===== config.mk =====
export PLATFORM = sky130hd
export DESIGN_NAME = chunked_slot_allocator_core_flat
export DESIGN_NICKNAME = d
export VERILOG_FILES = /design/src/rtl/core/csa_pkg.sv /design/src/rtl/core/csa_if.sv /design/src/rtl/core/csa_bitmap.sv /design/src/rtl/core/csa_wscan.sv /design/src/rtl/core/chunked_slot_allocator_core.sv /design/src/flat_wrapper.sv
export VERILOG_INCLUDE_DIRS = /design/src /design/src/rtl/core
export SDC_FILE = /design/constraint.sdc
export NUM_CORES = 1
export LEC_CHECK = 0
export BUFFER_PORTS_ARGS = -buffer_cell sky130_fd_sc_hd__buf_2
export CAP_MARGIN = 10
export CORE_MARGIN = 8
export CORE_UTILIZATION = 55
export CTS_CLUSTER_DIAMETER = 120
export DETAILED_ROUTE_END_ITERATION = 8
export PLACE_DENSITY_LB_ADDON = 0.1
export SYNTH_ARGS = -nofsm -noshare
export SYNTH_HDL_FRONTEND = slang
export SYNTH_HIERARCHICAL = 1
export SYNTH_SLANG_ARGS = --single-unit

===== constraint.sdc =====
create_clock -name clk -period 5.6 [get_ports clk]
set_input_delay 1.12 -clock clk [delete_from_list [all_inputs] [get_ports clk]]
set_output_delay 1.12 -clock clk [all_outputs]
set_load 0.01 [all_outputs]

===== src/rtl/core/chunked_slot_allocator_core_assert.svh =====
// Assertion macros shared by the allocator core.
`ifndef CHUNKED_SLOT_ALLOCATOR_CORE_ASSERT_SVH
`define CHUNKED_SLOT_ALLOCATOR_CORE_ASSERT_SVH

// cond must hold at every clock edge out of reset
`define CSA_ASSERT_ALWAYS(label, ck, rn, cond) \
	label: assert property (@(posedge ck) disable iff (!rn) (cond)) \
		else $error("csa: invariant violated");

// cons must hold in the same cycle as ante
`define CSA_ASSERT_IMPL(label, ck, rn, ante, cons) \
	label: assert property (@(posedge ck) disable iff (!rn) (ante) |-> (cons)) \
		else $error("csa: same-cycle implication violated");

// cons must hold in the cycle after ante
`define CSA_ASSERT_NEXT(label, ck, rn, ante, cons) \
	label: assert property (@(posedge ck) disable iff (!rn) (ante) |=> (cons)) \
		else $error("csa: next-cycle implication violated");

`endif


===== src/rtl/core/csa_pkg.sv =====
`default_nettype none

package csa_pkg;

	localparam int SLOTS_DEF       = 256;
	localparam int CHUNK_SLOTS_DEF = 16;

	// bitmap word scanned per cycle
	localparam int WORD_BITS = 16;
	localparam int BIT_W     = $clog2(WORD_BITS);

	localparam int SLOT_W   = 8;
	localparam int STATUS_W = 2;
	localparam int CHUNKS_W = 5;
	localparam int FREE_W   = 9;

	localparam logic KIND_ALLOC = 1'b0;
	localparam logic KIND_FREE  = 1'b1;

	typedef enum logic [STATUS_W-1:0] {
		ST_ALLOC   = 2'd0,
		ST_FREED   = 2'd1,
		ST_FULL    = 2'd2,
		ST_INVALID = 2'd3
	} status_t;

	typedef struct packed {
		logic             down;
		logic             want_used;
		logic [BIT_W-1:0] lo;
		logic [BIT_W-1:0] hi;
	} scan_req_t;

	typedef struct packed {
		logic             hit;
		logic [BIT_W-1:0] pos;
	} scan_rsp_t;

endpackage

`default_nettype wire


===== src/rtl/core/csa_if.sv =====
`default_nettype none

interface csa_req_if;
	logic                        valid;
	logic                        ready;
	logic                        kind;
	logic [csa_pkg::SLOT_W-1:0]  slot_in;

	modport source (output valid, kind, slot_in, input ready);
	modport sink   (input valid, kind, slot_in, output ready);
endinterface

interface csa_rsp_if;
	logic                          valid;
	logic                          ready;
	logic [csa_pkg::SLOT_W-1:0]    slot_out;
	logic [csa_pkg::STATUS_W-1:0]  status;
	logic [csa_pkg::CHUNKS_W-1:0]  active_chunks;
	logic [csa_pkg::FREE_W-1:0]    free_slots;

	modport source (output valid, slot_out, status, active_chunks, free_slots, input ready);
	modport sink   (input valid, slot_out, status, active_chunks, free_slots, output ready);
endinterface

`default_nettype wire


===== src/rtl/core/csa_bitmap.sv =====
`default_nettype none

module csa_bitmap #(
	parameter int NWORDS = csa_pkg::SLOTS_DEF / csa_pkg::WORD_BITS,
	localparam int WA    = (NWORDS > 1) ? $clog2(NWORDS) : 1
) (
	input  wire logic                          clk,
	input  wire logic                          arst_n,
	input  wire logic                          rd_en,
	input  wire logic [WA-1:0]                 rd_addr,
	output      logic [csa_pkg::WORD_BITS-1:0] rd_data,
	input  wire logic                          wr_en,
	input  wire logic [WA-1:0]                 wr_addr,
	input  wire logic [csa_pkg::WORD_BITS-1:0] wr_data
);

	logic [csa_pkg::WORD_BITS-1:0] mem_q [NWORDS];
	logic [NWORDS-1:0]             vld_q;
	logic [csa_pkg::WORD_BITS-1:0] rd_data_q;

	// a word never written reads as all free
	always_ff @(posedge clk or negedge arst_n) begin
		if (!arst_n) begin
			vld_q <= '0;
		end else if (wr_en) begin
			vld_q[wr_addr] <= 1'b1;
		end
	end

	always_ff @(posedge clk) begin
		if (wr_en) begin
			mem_q[wr_addr] <= wr_data;
		end
		if (rd_en) begin
			rd_data_q <= vld_q[rd_addr] ? mem_q[rd_addr] : '0;
		end
	end

	assign rd_data = rd_data_q;

endmodule

`default_nettype wire


===== src/rtl/core/csa_wscan.sv =====
`default_nettype none

module csa_wscan (
	input  wire logic [csa_pkg::WORD_BITS-1:0] word,
	input  wire csa_pkg::scan_req_t            req,
	output      csa_pkg::scan_rsp_t            rsp
);

	localparam int W  = csa_pkg::WORD_BITS;
	localparam int BW = csa_pkg::BIT_W;

	logic [W-1:0] cand;

	always_comb begin
		cand = req.want_used ? word : ~word;
		for (int i = 0; i < W; i++) begin
			cand[i] = cand[i] && (BW'(i) >= req.lo) && (BW'(i) <= req.hi);
		end
	end

	// priority pick: lowest match going up, highest going down
	always_comb begin
		rsp = '0;
		if (req.down) begin
			for (int i = 0; i < W; i++) begin
				if (cand[i]) begin
					rsp.hit = 1'b1;
					rsp.pos = BW'(i);
				end
			end
		end else begin
			for (int i = W - 1; i >= 0; i--) begin
				if (cand[i]) begin
					rsp.hit = 1'b1;
					rsp.pos = BW'(i);
				end
			end
		end
	end

endmodule

`default_nettype wire


===== src/rtl/core/chunked_slot_allocator_core.sv =====
// Steps: a full pool or an out-of-range free goes straight to the result; chunk activation,
// alloc and free read one 16-slot bitmap word and scan further words as needed; freeing the
// top used slot also scans down for the new top and releases trailing chunks on the shrink.
// Throughput: one item at a time; the next beat is taken the cycle after the result
// is registered. The bitmap has a single read port, and scans go one word per cycle.
// Reset: all control registers clear and per-word valid flags clear at once; no clearing pass.
`default_nettype none
`include "chunked_slot_allocator_core_assert.svh"

module chunked_slot_allocator_core #(
	parameter int SLOTS       = csa_pkg::SLOTS_DEF,
	parameter int CHUNK_SLOTS = csa_pkg::CHUNK_SLOTS_DEF
) (
	input wire logic clk,
	input wire logic arst_n,
	csa_req_if.sink   req,
	csa_rsp_if.source rsp
);

	localparam int NCH    = SLOTS / CHUNK_SLOTS;
	localparam int SW     = $clog2(SLOTS + 1);
	localparam int CW     = $clog2(NCH + 1);
	localparam int W      = csa_pkg::WORD_BITS;
	localparam int BW     = csa_pkg::BIT_W;
	localparam int NWORDS = (SLOTS + W - 1) / W;
	localparam int WA     = (NWORDS > 1) ? $clog2(NWORDS) : 1;
	localparam int XW     = (SW > csa_pkg::SLOT_W) ? SW : csa_pkg::SLOT_W;

	localparam logic [SW-1:0] NONE  = SW'(SLOTS);
	localparam logic [SW-1:0] CSTEP = SW'(CHUNK_SLOTS);
	localparam logic [SW-1:0] CM1   = SW'(CHUNK_SLOTS - 1);

	typedef enum logic [6:0] {
		S_IDLE = 7'b0000001,
		S_AWR  = 7'b0000010,
		S_SUP  = 7'b0000100,
		S_FCHK = 7'b0001000,
		S_SDN  = 7'b0010000,
		S_SHR  = 7'b0100000,
		S_FIN  = 7'b1000000
	} state_t;

	state_t           state_q;
	logic [CW-1:0]    count_q;
	logic [SW-1:0]    limit_q;
	logic [SW-1:0]    free_q;
	logic [SW-1:0]    lowest_q;
	logic [SW-1:0]    highest_q;
	logic [SW-1:0]    s_q;
	logic [SW-1:0]    h_q;
	logic             hnone_q;
	logic             act_q;
	logic             kind_q;
	logic [csa_pkg::SLOT_W-1:0] echo_q;
	csa_pkg::status_t st_q;
	logic [WA-1:0]    w_q;

	logic                          rsp_valid_q;
	logic [csa_pkg::SLOT_W-1:0]    slot_out_q;
	logic [csa_pkg::STATUS_W-1:0]  status_q;
	logic [csa_pkg::CHUNKS_W-1:0]  chunks_q;
	logic [csa_pkg::FREE_W-1:0]    free_out_q;

	logic              accept;
	logic [XW-1:0]     slot_ext;
	logic [XW-1:0]     limit_ext;
	logic [SW-1:0]     acc_slot;
	logic [WA-1:0]     s_word;
	logic [BW-1:0]     s_bit;
	logic [SW-1:0]     lm1;
	logic [WA-1:0]     last_w;
	logic [BW-1:0]     last_bit;
	logic [W-1:0]      bit_mask;
	logic [SW-1:0]     free_dec;
	logic              s_used;
	logic              fin_load;

	logic              rd_en;
	logic [WA-1:0]     rd_addr;
	logic [W-1:0]      rd_data;
	logic              wr_en;
	logic [WA-1:0]     wr_addr;
	logic [W-1:0]      wr_data;

	logic [W-1:0]        scan_word;
	csa_pkg::scan_req_t  scan_req;
	csa_pkg::scan_rsp_t  scan_rsp;
	logic                cont;
	logic [SW-1:0]       hit_slot_s;
	logic [SW-1:0]       hit_slot_w;

	csa_bitmap #(.NWORDS(NWORDS)) u_bitmap (
		.clk     (clk),
		.arst_n  (arst_n),
		.rd_en   (rd_en),
		.rd_addr (rd_addr),
		.rd_data (rd_data),
		.wr_en   (wr_en),
		.wr_addr (wr_addr),
		.wr_data (wr_data)
	);

	csa_wscan u_wscan (
		.word (scan_word),
		.req  (scan_req),
		.rsp  (scan_rsp)
	);

	assign req.ready = (state_q == S_IDLE);
	assign accept    = req.valid && req.ready;

	assign slot_ext  = XW'(req.slot_in);
	assign limit_ext = XW'(limit_q);
	assign s_word    = s_q[WA+BW-1:BW];
	assign s_bit     = s_q[BW-1:0];
	assign lm1       = limit_q - SW'(1);
	assign last_w    = lm1[WA+BW-1:BW];
	assign last_bit  = lm1[BW-1:0];
	assign bit_mask  = W'(1) << s_bit;
	assign free_dec  = (free_q != '0) ? free_q - SW'(1) : '0;
	assign s_used    = rd_data[s_bit];
	assign fin_load  = (state_q == S_FIN) && (!rsp_valid_q || rsp.ready);
	assign hit_slot_s = SW'({s_word, scan_rsp.pos});
	assign hit_slot_w = SW'({w_q, scan_rsp.pos});

	always_comb begin
		if (req.kind == csa_pkg::KIND_FREE) begin
			acc_slot = SW'(slot_ext);
		end else if (lowest_q < limit_q) begin
			acc_slot = lowest_q;
		end else begin
			acc_slot = limit_q;
		end
	end

	// shared word scanner: what it looks at depends on the step
	always_comb begin
		scan_word = rd_data;
		scan_req  = '0;
		case (state_q)
			S_AWR: begin
				scan_word          = rd_data | bit_mask;
				scan_req.lo        = s_bit;
				scan_req.hi        = (s_word == last_w) ? last_bit : '1;
			end
			S_SUP: begin
				scan_req.hi        = (w_q == last_w) ? last_bit : '1;
			end
			S_FCHK: begin
				scan_word          = rd_data & ~bit_mask;
				scan_req.down      = 1'b1;
				scan_req.want_used = 1'b1;
				scan_req.hi        = s_bit;
			end
			S_SDN: begin
				scan_req.down      = 1'b1;
				scan_req.want_used = 1'b1;
				scan_req.hi        = '1;
			end
			default: begin
				scan_req = '0;
			end
		endcase
	end

	always_comb begin
		case (state_q)
			S_AWR:   cont = !act_q && (free_dec != '0) && !scan_rsp.hit && (s_word != last_w);
			S_SUP:   cont = !scan_rsp.hit && (w_q != last_w);
			S_FCHK:  cont = s_used && (s_q == highest_q) && !scan_rsp.hit && (s_word != '0);
			S_SDN:   cont = !scan_rsp.hit && (w_q != '0);
			default: cont = 1'b0;
		endcase
	end

	// bitmap port: one read and one read-modify-write per cycle at most
	always_comb begin
		rd_en   = 1'b0;
		rd_addr = '0;
		wr_en   = 1'b0;
		wr_addr = s_word;
		wr_data = rd_data | bit_mask;
		case (state_q)
			S_IDLE: begin
				rd_en   = accept;
				rd_addr = acc_slot[WA+BW-1:BW];
			end
			S_AWR: begin
				wr_en   = 1'b1;
				rd_en   = cont;
				rd_addr = s_word + WA'(1);
			end
			S_SUP: begin
				rd_en   = cont;
				rd_addr = w_q + WA'(1);
			end
			S_FCHK: begin
				wr_en   = s_used;
				wr_data = rd_data & ~bit_mask;
				rd_en   = cont;
				rd_addr = s_word - WA'(1);
			end
			S_SDN: begin
				rd_en   = cont;
				rd_addr = w_q - WA'(1);
			end
			default: begin
				rd_en = 1'b0;
			end
		endcase
	end

	always_ff @(posedge clk or negedge arst_n) begin
		if (!arst_n) begin
			state_q   <= S_IDLE;
			count_q   <= '0;
			limit_q   <= '0;
			free_q    <= '0;
			lowest_q  <= NONE;
			highest_q <= NONE;
			s_q       <= '0;
			h_q       <= '0;
			w_q       <= '0;
			echo_q    <= '0;
			act_q     <= 1'b0;
			hnone_q   <= 1'b0;
			kind_q    <= csa_pkg::KIND_ALLOC;
			st_q      <= csa_pkg::ST_ALLOC;
		end else begin
			case (state_q)
				S_IDLE: begin
					if (accept) begin
						s_q    <= acc_slot;
						kind_q <= req.kind;
						echo_q <= req.slot_in;
						act_q  <= 1'b0;
						if (req.kind == csa_pkg::KIND_FREE) begin
							if (slot_ext >= limit_ext) begin
								st_q    <= csa_pkg::ST_INVALID;
								state_q <= S_FIN;
							end else begin
								state_q <= S_FCHK;
							end
						end else if (lowest_q < limit_q) begin
							st_q    <= csa_pkg::ST_ALLOC;
							state_q <= S_AWR;
						end else if (count_q == CW'(NCH)) begin
							st_q    <= csa_pkg::ST_FULL;
							state_q <= S_FIN;
						end else begin
							act_q   <= 1'b1;
							st_q    <= csa_pkg::ST_ALLOC;
							state_q <= S_AWR;
						end
					end
				end
				S_AWR: begin
					if (act_q) begin
						highest_q <= s_q;
						lowest_q  <= s_q + SW'(1);
						count_q   <= count_q + CW'(1);
						limit_q   <= limit_q + CSTEP;
						free_q    <= free_q + CM1;
						state_q   <= S_FIN;
					end else begin
						if ((highest_q == NONE) || (s_q > highest_q)) begin
							highest_q <= s_q;
						end
						free_q <= free_dec;
						if ((free_dec != '0) && scan_rsp.hit) begin
							lowest_q <= hit_slot_s;
						end else begin
							lowest_q <= NONE;
						end
						w_q     <= s_word + WA'(1);
						state_q <= cont ? S_SUP : S_FIN;
					end
				end
				S_SUP: begin
					if (scan_rsp.hit) begin
						lowest_q <= hit_slot_w;
					end
					w_q     <= w_q + WA'(1);
					state_q <= cont ? S_SUP : S_FIN;
				end
				S_FCHK: begin
					if (!s_used) begin
						st_q    <= csa_pkg::ST_INVALID;
						state_q <= S_FIN;
					end else begin
						st_q   <= csa_pkg::ST_FREED;
						free_q <= free_q + SW'(1);
						if (s_q < lowest_q) begin
							lowest_q <= s_q;
						end
						if (s_q == highest_q) begin
							h_q     <= hit_slot_s;
							hnone_q <= !scan_rsp.hit;
							w_q     <= s_word - WA'(1);
							state_q <= cont ? S_SDN : S_SHR;
						end else begin
							state_q <= S_FIN;
						end
					end
				end
				S_SDN: begin
					h_q     <= hit_slot_w;
					hnone_q <= !scan_rsp.hit;
					w_q     <= w_q - WA'(1);
					state_q <= cont ? S_SDN : S_SHR;
				end
				S_SHR: begin
					// drop one trailing chunk per cycle while it lies above the highest used slot
					if ((count_q != '0) &&
					    (hnone_q || ({1'b0, limit_q} > ({1'b0, h_q} + {1'b0, CSTEP})))) begin
						limit_q <= limit_q - CSTEP;
						count_q <= count_q - CW'(1);
						free_q  <= (free_q >= CSTEP) ? free_q - CSTEP : '0;
					end else begin
						if (count_q == '0) begin
							lowest_q  <= NONE;
							highest_q <= NONE;
							free_q    <= '0;
						end else begin
							highest_q <= h_q;
							if (lowest_q >= limit_q) begin
								lowest_q <= NONE;
							end
						end
						state_q <= S_FIN;
					end
				end
				S_FIN: begin
					if (fin_load) begin
						state_q <= S_IDLE;
					end
				end
				default: begin
					state_q <= S_IDLE;
				end
			endcase
		end
	end

	// result register: holds a beat until taken, loads only from FIN
	always_ff @(posedge clk or negedge arst_n) begin
		if (!arst_n) begin
			rsp_valid_q <= 1'b0;
		end else if (fin_load) begin
			rsp_valid_q <= 1'b1;
		end else if (rsp.ready) begin
			rsp_valid_q <= 1'b0;
		end
	end

	always_ff @(posedge clk) begin
		if (fin_load) begin
			if (st_q == csa_pkg::ST_FULL) begin
				slot_out_q <= '0;
			end else if (kind_q == csa_pkg::KIND_FREE) begin
				slot_out_q <= echo_q;
			end else begin
				slot_out_q <= csa_pkg::SLOT_W'(s_q);
			end
			status_q   <= st_q;
			chunks_q   <= csa_pkg::CHUNKS_W'(count_q);
			free_out_q <= csa_pkg::FREE_W'(free_q);
		end
	end

	assign rsp.valid         = rsp_valid_q;
	assign rsp.slot_out      = slot_out_q;
	assign rsp.status        = status_q;
	assign rsp.active_chunks = chunks_q;
	assign rsp.free_slots    = free_out_q;

	`CSA_ASSERT_ALWAYS(a_free_le_limit, clk, arst_n, free_q <= limit_q)
	`CSA_ASSERT_ALWAYS(a_limit_tracks_count, clk, arst_n, (32'(count_q) * CHUNK_SLOTS) == 32'(limit_q))
	`CSA_ASSERT_IMPL(a_highest_in_last_chunk, clk, arst_n, (state_q == S_IDLE) && (count_q != '0), (highest_q < limit_q) && ((32'(highest_q) + CHUNK_SLOTS) >= 32'(limit_q)))
	`CSA_ASSERT_NEXT(a_accept_leaves_idle, clk, arst_n, accept, state_q != S_IDLE)

endmodule

`default_nettype wire

===== src/flat_wrapper.sv =====
// flat-port wrapper written by rule: the top's interface ports become plain ports
module chunked_slot_allocator_core_flat 
#(
	parameter int SLOTS       = csa_pkg::SLOTS_DEF,
	parameter int CHUNK_SLOTS = csa_pkg::CHUNK_SLOTS_DEF
)
  (clk, arst_n, req_valid, req_kind, req_slot_in, req_ready, rsp_valid, rsp_slot_out, rsp_status, rsp_active_chunks, rsp_free_slots, rsp_ready);
  csa_req_if req_i ();
  csa_rsp_if rsp_i ();
  input wire logic clk;
  input wire logic arst_n;
  input wire logic [$bits(req_i.valid)-1:0] req_valid;
  input wire logic [$bits(req_i.kind)-1:0] req_kind;
  input wire logic [$bits(req_i.slot_in)-1:0] req_slot_in;
  output wire logic [$bits(req_i.ready)-1:0] req_ready;
  output wire logic [$bits(rsp_i.valid)-1:0] rsp_valid;
  output wire logic [$bits(rsp_i.slot_out)-1:0] rsp_slot_out;
  output wire logic [$bits(rsp_i.status)-1:0] rsp_status;
  output wire logic [$bits(rsp_i.active_chunks)-1:0] rsp_active_chunks;
  output wire logic [$bits(rsp_i.free_slots)-1:0] rsp_free_slots;
  input wire logic [$bits(rsp_i.ready)-1:0] rsp_ready;
  assign req_i.valid = req_valid;
  assign req_i.kind = req_kind;
  assign req_i.slot_in = req_slot_in;
  assign req_ready = req_i.ready;
  assign rsp_valid = rsp_i.valid;
  assign rsp_slot_out = rsp_i.slot_out;
  assign rsp_status = rsp_i.status;
  assign rsp_active_chunks = rsp_i.active_chunks;
  assign rsp_free_slots = rsp_i.free_slots;
  assign rsp_i.ready = rsp_ready;
  chunked_slot_allocator_core #(.SLOTS(SLOTS), .CHUNK_SLOTS(CHUNK_SLOTS)) u_core (.clk(clk), .arst_n(arst_n), .req(req_i), .rsp(rsp_i));
endmodule

==> results.json <==
{
  "wl_um": 50600,
  "area_delta_synth_final_pct": 11.5,
  "p_sw_frac": 0.367,
  "ant_nets": 0,
  "syn_nets": 1566,
  "synth.area.top_cells": "edfxtp_1 (45%), dfrtp_1 (12%), mux4_2 (7.8%)",
  "drtIter0Drc": 1158,
  "grt_max_degree": 53,
  "synth_top_area_frac": 0.455,
  "cts-htree-levels": 2,
  "dieArea_um2": 41800,
  "firstDrtPassIters": 6,
  "p_int_mw": 7.35,
  "hpwlAfterDp_um": 32500,
  "cp.required_ns": 6.04,
  "rows": 69,
  "wl_per_cell_um": 24.9,
  "track_usage": 0.244,
  "cp-end-kind": "register",
  "crit_type": "reg2reg",
  "arrival_ns": 5.28,
  "syn-cell-area_um2": 19600,
  "grt_setup_unrepaired": "false",
  "worst_skew_pair.late_latency_ns": 0.58,
  "port_buffers": 38,
  "antenna_found_initial": 1,
  "hold_class": "reg2reg",
  "yosys_warnings": 6,
  "cts_root_buffer": "clkbuf_16",
  "fin_util": 0.618,
  "crit_path_start_kind": "register",
  "hold_ws_ns": 0.468,
  "pwr-share-clk": 0.249,
  "slew_viol_final": 0,
  "layout-drive-gt1-share": 0.205,
  "post-route-period-util": 0.866,
  "grt_pass1_vias": 13100,
  "hold_viol_final": 0,
  "syn_avg_cell_area_um2": 13.1,
  "vias_per_cell": 6.47,
  "fin_setup_tns_ns": 0,
  "p_leak_nw": 8.08,
  "crit_fanout": 28,
  "layout.nets": 1609,
  "final-setup-viol-count": 0,
  "grt_overflow": 0,
  "grt_pass1_wl_um": 78000,
  "post-synth-top-area-cell": "edfxtp_1",
  "syn_inst": 1496,
  "pin_count": 39,
  "path_clk_slew_ns": 0.06,
  "drv_cap": 0,
  "cts_hold_buffers": 0,
  "combinationalPowerShare": 0.376,
  "worstMarginPinSlew_ns": 1.14,
  "die_y_um": 205,
  "cts_sinks": 391,
  "status": "finished clean",
  "ctsLongestPathBuffers": 3,
  "placed_area_um2": 20300,
  "cts_tree": "done",
  "post-cts-setup-buffers": 0,
  "p_sw_mw": 4.25,
  "synth.distinct_cells": 89,
  "fin_skew_ns": 0.0410,
  "vias": 13200,
  "cts_resized": 0,
  "die_w_um": 205,
  "max-slew-margin-rel": 0.234,
  "fmaxAchievable_mhz": 206,
  "p_per_area_nw_per_um2": 532,
  "synth_commonest_cells": "edfxtp_1 (296), dfrtp_1 (92), nor2_1 (89)",
  "synth_edf_count": 296,
  "gp_congestion": 0.922,
  "final_cell_area_um2": 21800,
  "start_util": 0.554,
  "synthFlopType": "edfxtp_1",
  "synthArstFlopShare": 0.243,
  "synth_seq_area_share": 0.576,
  "cts_buffers": 42,
  "ys_seq_elements": 391,
  "core_area_um2": 35300,
  "synth_most_common_cell": "edfxtp_1",
  "seq_power_share": 0.376,
  "antenna_cells": 0,
  "drc": 0,
  "vdd.ir_drop.worst_uv": 406,
  "period_minus_slack_ns": 4.85
}
## final timing paths
kind	startpoint	end	slack [ns]	depth (start not counted)
min in group asynchronous	arst_n	u_core/s_q[5]$_DFFE_PN0P_	0.59	1
hold reg to reg	u_core/u_bitmap/vld_q[14]$_DFFE_PN0P_	u_core/u_bitmap/vld_q[14]$_DFFE_PN0P_	0.47	1
hold / removal	u_core/u_bitmap/vld_q[14]$_DFFE_PN0P_	u_core/u_bitmap/vld_q[14]$_DFFE_PN0P_	0.47	1
setup / recovery	u_core/state_q[6]$_DFFE_PN0P_	u_core/lowest_q[4]$_DFFE_PN0P_	0.75	15
setup reg to reg	u_core/state_q[6]$_DFFE_PN0P_	u_core/lowest_q[4]$_DFFE_PN0P_	0.75	15
max in group asynchronous	arst_n	u_core/free_q[4]$_DFFE_PN0P_	3.85	2
## logic make-up after synthesis
family	share of synthesized area
compound gates	0.125
xor+xnor	0.0224
buf+inv	0.0342
fa+ha+maj	0.0372
mux	0.109
simple gates	0.0965
flops	0.576
## sequential cells by signal (all words and copies together), names as in the netlist, 9 cells and up
signal / flops
u_core/free_q: 9
u_core/highest_q: 9
u_core/lowest_q: 9
u_core/rsp.free_slots: 9
u_core/s_q: 9
u_core/u_bitmap/mem_q: 256
u_core/u_bitmap/rd_data: 16
u_core/u_bitmap/vld_q: 16
## layout make-up
class | instances | area (um2)
well taps | 461 | 577
repair buffers | 96 | 628
clock inverters | 27 | 330
inverters | 51 | 191
multi-input cells | 957 | 7700
flip-flops and latches | 391 | 11300
fillers | 2716 | 13500
clock buffers | 51 | 1120
## per-layer routing
| metal | share of wire | global-route usage |
|---|---|---|
| met5 | 0 | 0 |
| met4 | 0.034 | 0.0967 |
| met3 | 0.061 | 0.0334 |
| met2 | 0.49 | 0.403 |
| met1 | 0.41 | 0.323 |
## worst max-delay path: stages, from the launching register on
cell and delay, ns:
dfrtp_1 0.43, nor4_4 0.42, and3_2 0.63, nand2_1 0.10
nand2_1 0.41, o21ai_0 0.22, a211oi_1 0.41, a21oi_1 0.14
nand3_1 0.20, nor2_1 0.07, nand2_1 0.22, inv_1 0.12
o21ai_0 0.24, or2_2 0.15, o2111a_1 0.56, mux2_2 0.40
## power groups by stage
stage               clock, mW  combinational (mW)  sequential, mW
finish                   2.88                4.36            4.36
global route             3.04                4.79            4.40
CTS                      2.93                4.31            4.35
detailed placement          0                4.29            4.40
global placement            0                4.21            4.40
floorplan                   0                3.33            4.15
## placed cells by master, fill, tap and decap left out, types with 25 or more instances in the layout
cell type / synthesis / routed
a21oi_1: 80 / 79
dfrtp_1: 92 / 92
a22oi_1: 42 / 42
edfxtp_1: 296 / 296
nor2_1: 89 / 77
inv_1: 49 / 49
xnor2_1: 32 / 32
a31oi_1: 28 / 27
nand2_1: 81 / 81
ha_1: 55 / 55
buf_2: 19 / 37
o21ai_0: 71 / 71
mux2_2: 27 / 27
mux4_2: 68 / 68
buf_4: 6 / 59
nor3_1: 29 / 25
nand3_1: 37 / 37
clkbuf_16: 0 / 43
mux2i_1: 26 / 26
## stage by stage
step / setup WS, ns / power [mW] / instances
final: 0.752 / 11.6 / 2034
after global routing: 0.370 / 12.2 / 2034
after CTS: 0.879 / 11.6 / 2029
after detailed placement: 0.901 / 8.69 / 1951
after global placement: 0.916 / 8.61 / 1951
after floorplan: 1.53 / 7.47 / 1496
(Power assumes the default switching activity.)
